==> config.mk <==
export PLATFORM = sky130hd
export DESIGN_NAME = substring_first_match_search_flat
export DESIGN_NICKNAME = d
export VERILOG_FILES = /design/src/sv/ssfm_pkg.sv /design/src/sv/ssfm_in_if.sv /design/src/sv/ssfm_out_if.sv /design/src/sv/ssfm_compare.sv /design/src/sv/substring_first_match_search.sv /design/src/flat_wrapper.sv
export SDC_FILE = /design/constraint.sdc
export NUM_CORES = 2
export LEC_CHECK = 0
export BUFFER_PORTS_ARGS = -buffer_cell sky130_fd_sc_hd__buf_2
export CAP_MARGIN = 40
export CORE_MARGIN = 4
export CORE_UTILIZATION = 40
export CTS_BUF_LIST = sky130_fd_sc_hd__clkbuf_4
export DETAILED_ROUTE_END_ITERATION = 10
export PLACE_DENSITY_LB_ADDON = 0.05
export SLEW_MARGIN = 15
export SYNTH_ARGS = -nofsm -noshare
export SYNTH_HDL_FRONTEND = slang
export SYNTH_HIERARCHICAL = 1
export SYNTH_SLANG_ARGS = --single-unit
==> constraint.sdc <==
create_clock -name clk -period 10.3 [get_ports clk]
set_input_delay 0.515 -clock clk [delete_from_list [all_inputs] [get_ports clk]]
set_output_delay 0.515 -clock clk [all_outputs]
set_load 0.01 [all_outputs]
==> src/sv/ssfm_pkg.sv <==
// types, register indexes and helpers for substring_first_match_search
// no dependencies
package ssfm_pkg;

    localparam int NEEDLE_BYTES = 16;
    localparam int CFG_DATA_W   = 64;
    localparam int LEN_W        = 5;
    localparam int POS_W        = 32;

    typedef enum logic [1:0] {
        REG_NEEDLE_LOW  = 2'd0,
        REG_NEEDLE_HIGH = 2'd1,
        REG_NEEDLE_LEN  = 2'd2
    } cfg_reg_t;

    typedef struct packed {
        logic [CFG_DATA_W-1:0] low;
        logic [CFG_DATA_W-1:0] high;
        logic [LEN_W-1:0]      len;
    } needle_t;

    function automatic logic [7:0] needle_byte(needle_t needle, logic [3:0] idx);
        logic [5:0] bit_pos;
        bit_pos = {idx[2:0], 3'b000};
        if (idx[3])
        begin
            return needle.high[bit_pos +: 8];
        end
        return needle.low[bit_pos +: 8];
    endfunction

endpackage

==> src/sv/ssfm_in_if.sv <==
// text item channel: one text byte or an end-of-text mark
// no dependencies
interface ssfm_in_if;
    logic       valid;
    logic       ready;
    logic [7:0] text_byte;
    logic       end_of_text;

    modport source (output valid, output text_byte, output end_of_text, input ready);
    modport sink (input valid, input text_byte, input end_of_text, output ready);
endinterface

==> src/sv/ssfm_out_if.sv <==
// result item channel: found flag and start offset
// no dependencies
interface ssfm_out_if;
    logic        valid;
    logic        ready;
    logic        found;
    logic [31:0] match_position;

    modport source (output valid, output found, output match_position, input ready);
    modport sink (input valid, input found, input match_position, output ready);
endinterface

==> src/sv/ssfm_compare.sv <==
// masked window compare against the needle, reversed byte order
// depends on ssfm_pkg
module ssfm_compare
    import ssfm_pkg::*;
#(
    parameter int MAX_NEEDLE = 16
)
(
    input  logic [7:0]       window [MAX_NEEDLE],
    input  needle_t          needle,
    input  logic [LEN_W-1:0] len,
    output logic             match
);

    always_comb
    begin
        logic [LEN_W-1:0] idx;
        match = 1'b1;
        for (int k = 0; k < MAX_NEEDLE; k++)
        begin
            idx = len - LEN_W'(k) - LEN_W'(1);
            if (LEN_W'(k) < len && window[k] != needle_byte(needle, idx[3:0]))
            begin
                match = 1'b0;
            end
        end
    end

endmodule

==> src/sv/substring_first_match_search.sv <==
// first-match substring search over a byte stream
// an accepted item is registered in the input stage, then in the result register
// throughput: one item per cycle; the input stage stalls only while a result waits
// rst_n clears window, byte count, match flag, needle registers and both stages
// depends on ssfm_pkg, ssfm_in_if, ssfm_out_if, ssfm_compare
module substring_first_match_search
    import ssfm_pkg::*;
#(
    parameter int MAX_NEEDLE = 16,
    parameter int COUNT_BITS = 32
)
(
    input  logic                  clk,
    input  logic                  rst_n,
    input  logic                  cfg_we,
    input  logic [1:0]            cfg_index,
    input  logic [CFG_DATA_W-1:0] cfg_data,
    ssfm_in_if.sink               text_in,
    ssfm_out_if.source            result_out
);

    localparam int WIDE_W = (COUNT_BITS > POS_W) ? COUNT_BITS : POS_W;

    needle_t               needle_reg;
    logic                  stage_valid_reg;
    logic [7:0]            stage_byte_reg;
    logic                  stage_eot_reg;
    logic [7:0]            window_reg [MAX_NEEDLE];
    logic [7:0]            window_next [MAX_NEEDLE];
    logic [COUNT_BITS-1:0] count_reg;
    logic [COUNT_BITS-1:0] count_next;
    logic                  reported_reg;
    logic                  out_valid_reg;
    logic                  out_found_reg;
    logic [POS_W-1:0]      out_pos_reg;

    logic                  advance;
    logic [LEN_W-1:0]      len_eff;
    logic                  match;
    logic                  emit;
    logic                  emit_found;
    logic [POS_W-1:0]      emit_pos;
    logic                  do_clear;
    logic                  do_shift;
    logic                  set_reported;
    logic [COUNT_BITS-1:0] offset;
    logic [WIDE_W-1:0]     offset_wide;

    assign advance       = stage_valid_reg && (!out_valid_reg || result_out.ready);
    assign text_in.ready = !stage_valid_reg || advance;

    assign len_eff = (needle_reg.len > LEN_W'(MAX_NEEDLE)) ? LEN_W'(MAX_NEEDLE) : needle_reg.len;

    always_comb
    begin
        window_next[0] = stage_byte_reg;
        for (int k = 1; k < MAX_NEEDLE; k++)
        begin
            window_next[k] = window_reg[k-1];
        end
    end

    assign count_next  = (&count_reg) ? count_reg : count_reg + COUNT_BITS'(1);
    assign offset      = count_next - COUNT_BITS'(len_eff);
    assign offset_wide = WIDE_W'(offset);

    ssfm_compare #(
        .MAX_NEEDLE (MAX_NEEDLE)
    ) u_compare (
        .window (window_next),
        .needle (needle_reg),
        .len    (len_eff),
        .match  (match)
    );

    always_comb
    begin
        emit         = 1'b0;
        emit_found   = 1'b0;
        emit_pos     = '0;
        do_clear     = 1'b0;
        do_shift     = 1'b0;
        set_reported = 1'b0;
        priority if (!reported_reg && len_eff == '0)
        begin
            emit       = 1'b1;
            emit_found = 1'b1;
            if (stage_eot_reg)
            begin
                do_clear = 1'b1;
            end
            else
            begin
                set_reported = 1'b1;
            end
        end
        else if (stage_eot_reg)
        begin
            do_clear = 1'b1;
            emit     = !reported_reg;
        end
        else if (!reported_reg)
        begin
            do_shift = 1'b1;
            if (count_next >= COUNT_BITS'(len_eff) && match)
            begin
                emit         = 1'b1;
                emit_found   = 1'b1;
                emit_pos     = offset_wide[POS_W-1:0];
                set_reported = 1'b1;
            end
        end
        else
        begin
            // bytes after the match are ignored
            do_shift = 1'b0;
        end
    end

    // configuration registers
    always_ff @(posedge clk or negedge rst_n)
    begin
        if (!rst_n)
        begin
            needle_reg <= '0;
        end
        else if (cfg_we)
        begin
            unique case (cfg_index)
                REG_NEEDLE_LOW:  needle_reg.low  <= cfg_data;
                REG_NEEDLE_HIGH: needle_reg.high <= cfg_data;
                REG_NEEDLE_LEN:  needle_reg.len  <= cfg_data[LEN_W-1:0];
                default:         ;
            endcase
        end
    end

    // input stage
    always_ff @(posedge clk or negedge rst_n)
    begin
        if (!rst_n)
        begin
            stage_valid_reg <= 1'b0;
        end
        else if (text_in.ready)
        begin
            stage_valid_reg <= text_in.valid;
        end
    end

    always_ff @(posedge clk)
    begin
        if (text_in.ready && text_in.valid)
        begin
            stage_byte_reg <= text_in.text_byte;
            stage_eot_reg  <= text_in.end_of_text;
        end
    end

    // search state
    always_ff @(posedge clk or negedge rst_n)
    begin
        if (!rst_n)
        begin
            for (int k = 0; k < MAX_NEEDLE; k++)
            begin
                window_reg[k] <= '0;
            end
            count_reg    <= '0;
            reported_reg <= 1'b0;
        end
        else if (advance)
        begin
            if (do_clear)
            begin
                for (int k = 0; k < MAX_NEEDLE; k++)
                begin
                    window_reg[k] <= '0;
                end
                count_reg    <= '0;
                reported_reg <= 1'b0;
            end
            else
            begin
                if (do_shift)
                begin
                    window_reg <= window_next;
                    count_reg  <= count_next;
                end
                if (set_reported)
                begin
                    reported_reg <= 1'b1;
                end
            end
        end
    end

    // result register
    always_ff @(posedge clk or negedge rst_n)
    begin
        if (!rst_n)
        begin
            out_valid_reg <= 1'b0;
        end
        else if (advance)
        begin
            out_valid_reg <= emit;
        end
        else if (result_out.ready)
        begin
            out_valid_reg <= 1'b0;
        end
    end

    always_ff @(posedge clk)
    begin
        if (advance && emit)
        begin
            out_found_reg <= emit_found;
            out_pos_reg   <= emit_pos;
        end
    end

    assign result_out.valid          = out_valid_reg;
    assign result_out.found          = out_found_reg;
    assign result_out.match_position = out_pos_reg;

endmodule

==> src/flat_wrapper.sv <==
// flat-port wrapper written by rule: the top's interface ports become plain ports
module substring_first_match_search_flat import ssfm_pkg::*;
#(
    parameter int MAX_NEEDLE = 16,
    parameter int COUNT_BITS = 32
)
  (clk, rst_n, cfg_we, cfg_index, cfg_data, text_in_valid, text_in_text_byte, text_in_end_of_text, text_in_ready, result_out_valid, result_out_found, result_out_match_position, result_out_ready);
  ssfm_in_if text_in_i ();
  ssfm_out_if result_out_i ();
  input  logic clk;
  input  logic rst_n;
  input  logic cfg_we;
  input  logic [1:0] cfg_index;
  input  logic [CFG_DATA_W-1:0] cfg_data;
  input wire logic [$bits(text_in_i.valid)-1:0] text_in_valid;
  input wire logic [$bits(text_in_i.text_byte)-1:0] text_in_text_byte;
  input wire logic [$bits(text_in_i.end_of_text)-1:0] text_in_end_of_text;
  output wire logic [$bits(text_in_i.ready)-1:0] text_in_ready;
  output wire logic [$bits(result_out_i.valid)-1:0] result_out_valid;
  output wire logic [$bits(result_out_i.found)-1:0] result_out_found;
  output wire logic [$bits(result_out_i.match_position)-1:0] result_out_match_position;
  input wire logic [$bits(result_out_i.ready)-1:0] result_out_ready;
  assign text_in_i.valid = text_in_valid;
  assign text_in_i.text_byte = text_in_text_byte;
  assign text_in_i.end_of_text = text_in_end_of_text;
  assign text_in_ready = text_in_i.ready;
  assign result_out_valid = result_out_i.valid;
  assign result_out_found = result_out_i.found;
  assign result_out_match_position = result_out_i.match_position;
  assign result_out_i.ready = result_out_ready;
  substring_first_match_search #(.MAX_NEEDLE(MAX_NEEDLE), .COUNT_BITS(COUNT_BITS)) u_core (.clk(clk), .rst_n(rst_n), .cfg_we(cfg_we), .cfg_index(cfg_index), .cfg_data(cfg_data), .text_in(text_in_i), .result_out(result_out_i));
endmodule
==> flow_summary_export.csv <==
group,metric,value,unit
setup_path,crit_buf_inv,8,
grt,grt_antenna_before_repair,11,
timing,finalSetupViolations,0,
clock_tree,cts_tree,"done",
timing,tightest_slew,985,ps
power,p_per_area,267,nW/um2
logic_synthesis,synth_top_area_share,21.3,%
grt,grt-ovfl-total,0,
timing,fin_setup_tns,0,ps
setup_path,cpMaxStageDelayCell,"dfrtp_1",
clock_tree,post_cts_buffers,0,
logic_synthesis,synth-edff-count,42,
logic_synthesis,synthFlopType,"dfrtp_1",
timing,final-hold-violation-count,0,
floorplanning,die_w,299,um
logic_synthesis,yosys.area.top_type,"dfrtp_1",
timing,fmax,0.116,GHz
route,routed-via-count,38177,
setup_path,cp_top_family,"buffers and inverters",
grt,grt_pass1_vias,35415,
clock_tree,clockRootBuffer,"clkbuf_4",
setup_path,cp-start-kind,"register",
setup_path,critPathMaxStageDelay,820,ps
route,antenna_left,0,
clock_tree,cts_max_path_buffers,3,
logic_synthesis,synthTopCellsByArea,"dfrtp_1 (21%), mux2i_1 (9.1%), mux4_2 (7.2%), nand2_1 (6.3%), mux2_2 (5.7%)",
power,peakVddDrop,167,uV
clock_tree,cts_sinks,330,
logic_synthesis,ys.warnings.count,6,
timing,fin_skew,104,ps
clock_tree,htreeDepth,3,
logic_synthesis,yosysSeqAreaShare,25.0,%
grt,grt_max_degree,110,
timing,rsz0062_at_grt,"false",
cells_and_area,num-nets-final,4206,
cells_and_area,final_area,38200,um2
logic_synthesis,synth.ff_latch_count,330,
setup_path,critical_path_class,"reg -> reg",
setup_path,end_kind,"register",
clock_tree,numCtsBuffers,95,
floorplanning,die-area,89500,um2
floorplanning,ios,115,
floorplanning,core,83800,um2
floorplanning,initial_utilization,40.5,%
route,drt_first_pass_iters,6,
min_path,hold_path_class,"in -> async",
grt,track_usage,42.6,%
placement,routabilityCongestion,1.06,
logic_synthesis,netlist_instances,4099,
timing,final_max_slew_viol_count,0,
timing,final.min_clock_period,8640,ps
logic_synthesis,ys_top_cells_by_count,"nand2_1 (572), clkbuf_1 (380), mux2i_1 (308)",
timing,min_period_over_period,83.9,%
timing,max_slew_margin,34.4,%
floorplanning,die_y,299,um
setup_path,crit_fanout,29,
cells_and_area,drive_gt1_share,20.4,%
grt,grt_pass1_wl,276000,um
route,wire_per_inst,37.1,um
setup_path,arrival,9340,ps
timing,hold_ws,157,ps
power,cellLeakagePower,0.0153,uW
floorplanning,rows,106,
logic_synthesis,synth_nets,4194,
route,drc,0,
logic_synthesis,avgSynthCellArea,8.27,um2
setup_path,worstPathRequired,11000,ps
placement,placed_cell_area,36100,um2
placement,port_buffers,114,
clock_tree,clk_pin_slew,70,ps
route,drt_iter0_markers,6434,
logic_synthesis,synth.most_common_cell,"nand2_1",
logic_synthesis,synth_area,33900,um2
route,viasPerCell,7.16,
run,maxCapViolations,0,
route,wirelength,198000,um
cells_and_area,fillCellCount,8417,
cells_and_area,syn_to_final_growth,12.7,%
outcome,outcome,"finished, final reports clean",
logic_synthesis,ys_types,91,
setup_path,cp_cell_sequence,"inv_1, nand2_1, inv_2, inv_2, ha_1, a21boi_4, buf_16, xnor2_4, buf_4, mux4_2, a221oi_1, nor2_1, xnor2_1, nand4_1, or4_1, or4_1, o31a_1, nor4_1, clkdlybuf4s15_2, buf_4, nor2_1, nor3_1, o31a_2, buf_12",
logic_synthesis,async_reset_ff_share,87.3,%
clock_tree,insertion_delay,1040,ps
cells_and_area,largest_reg_flops,133,
placement,dpl.hpwl,135000,um
[through the flow]
| stage | worst slack [ps] | std cells | total power [uW] | utilization, % |
|---|---|---|---|---|
| final | 1660 | 5331 | 10200 | 45.6 |
| after global routing | 1490 | 5324 | 10400 | 45.6 |
| after CTS | 1830 | 5312 | 9770 | 45.4 |
| after detailed placement | 1840 | 5065 | 8420 | 43.1 |
| after global placement | 1640 | 5049 | 8400 | 42.8 |
| after floorplan | 3130 | 4099 | 5780 | - |
[cells in the final DEF (no fill, tap or decap), types with 25 or more instances in the layout]
master	count
a22o_1	141
nor2_1	212
xor2_1	78
a221oi_1	58
a21oi_1	200
clkbuf_4	139
o22ai_1	78
nand2_1	572
a22oi_1	36
a211oi_1	45
nor4_1	41
a32oi_1	42
a31oi_1	87
nand2b_1	29
dfrtp_1	288
mux4_2	108
nand3_1	150
and3_1	35
nor3_1	82
dlygate4sd3_1	77
clkinv_1	25
nand4_1	47
mux2i_1	308
xnor2_1	88
o221ai_1	31
buf_4	212
mux2_2	172
edfxtp_1	42
o21ai_0	157
buf_2	117
nor2b_1	31
o211ai_1	57
inv_1	25
[routing by layer]
layer	vias up	routed length (um)	global-route usage (%)	share of wire, %
met5	-	140	0.325	0.071
met4	12	18700	31.1	9.5
met3	924	27200	15.2	14
met2	3320	80100	60.9	41
met1	18405	71400	52.7	36
li1	15516	-	-	-
[cells by family after synthesis]
logic type               count (synthesis)  synth area share [%]
buffers and inverters                  547                  6.43
multiplexers                           588                  22.0
AO/OA/AOI/OAI                         1125                  23.4
XOR/XNOR                               183                  4.77
AND/OR/NAND/NOR                       1311                  17.9
adder cells (fa/ha/maj)                 15                 0.576
flip-flops                             330                  25.0
[repair_timing]
action	CTS	global route
resized for setup	0	0
endpoints found under the hold margin	251	0
hold buffers	77	0
[cell type report]
cell class              count  area [um2]  share of cell area [%]
clock buffers             139        1040                    2.73
repair buffers            429        3420                    8.94
well taps                1134        1420                    3.71
clock inverters            31         168                   0.439
diodes                     13        32.5                  0.0851
inverters                  33         134                   0.350
multi-input cells        3222       23500                    61.6
flip-flops and latches    330        8470                    22.2
[worst paths after layout]
path | start | to | slack, ps | depth (start not counted)
worst min register to register | u_core/needle_reg[42] | u_core/needle_reg[42] | 500 | 1
worst max-delay path | u_core/needle_reg[4] | u_core/result_out.match_position[0] | 1660 | 24
worst max register to register | u_core/needle_reg[4] | u_core/result_out.match_position[0] | 1660 | 24
max in group asynchronous | rst_n | u_core/needle_reg[76] | 8090 | 5
worst min-delay path | rst_n | u_core/window_next[32] | 160 | 2
min in group clk | cfg_we | u_core/needle_reg[63] | 160 | 4
[where the power goes]
group	internal, uW	switching [uW]	total (uW)
sequential	1470	287	1760
combinational	2360	4810	7170
clock	646	635	1280
total	4480	5730	10200
No activity file was read; power rests on OpenSTA's default activity.
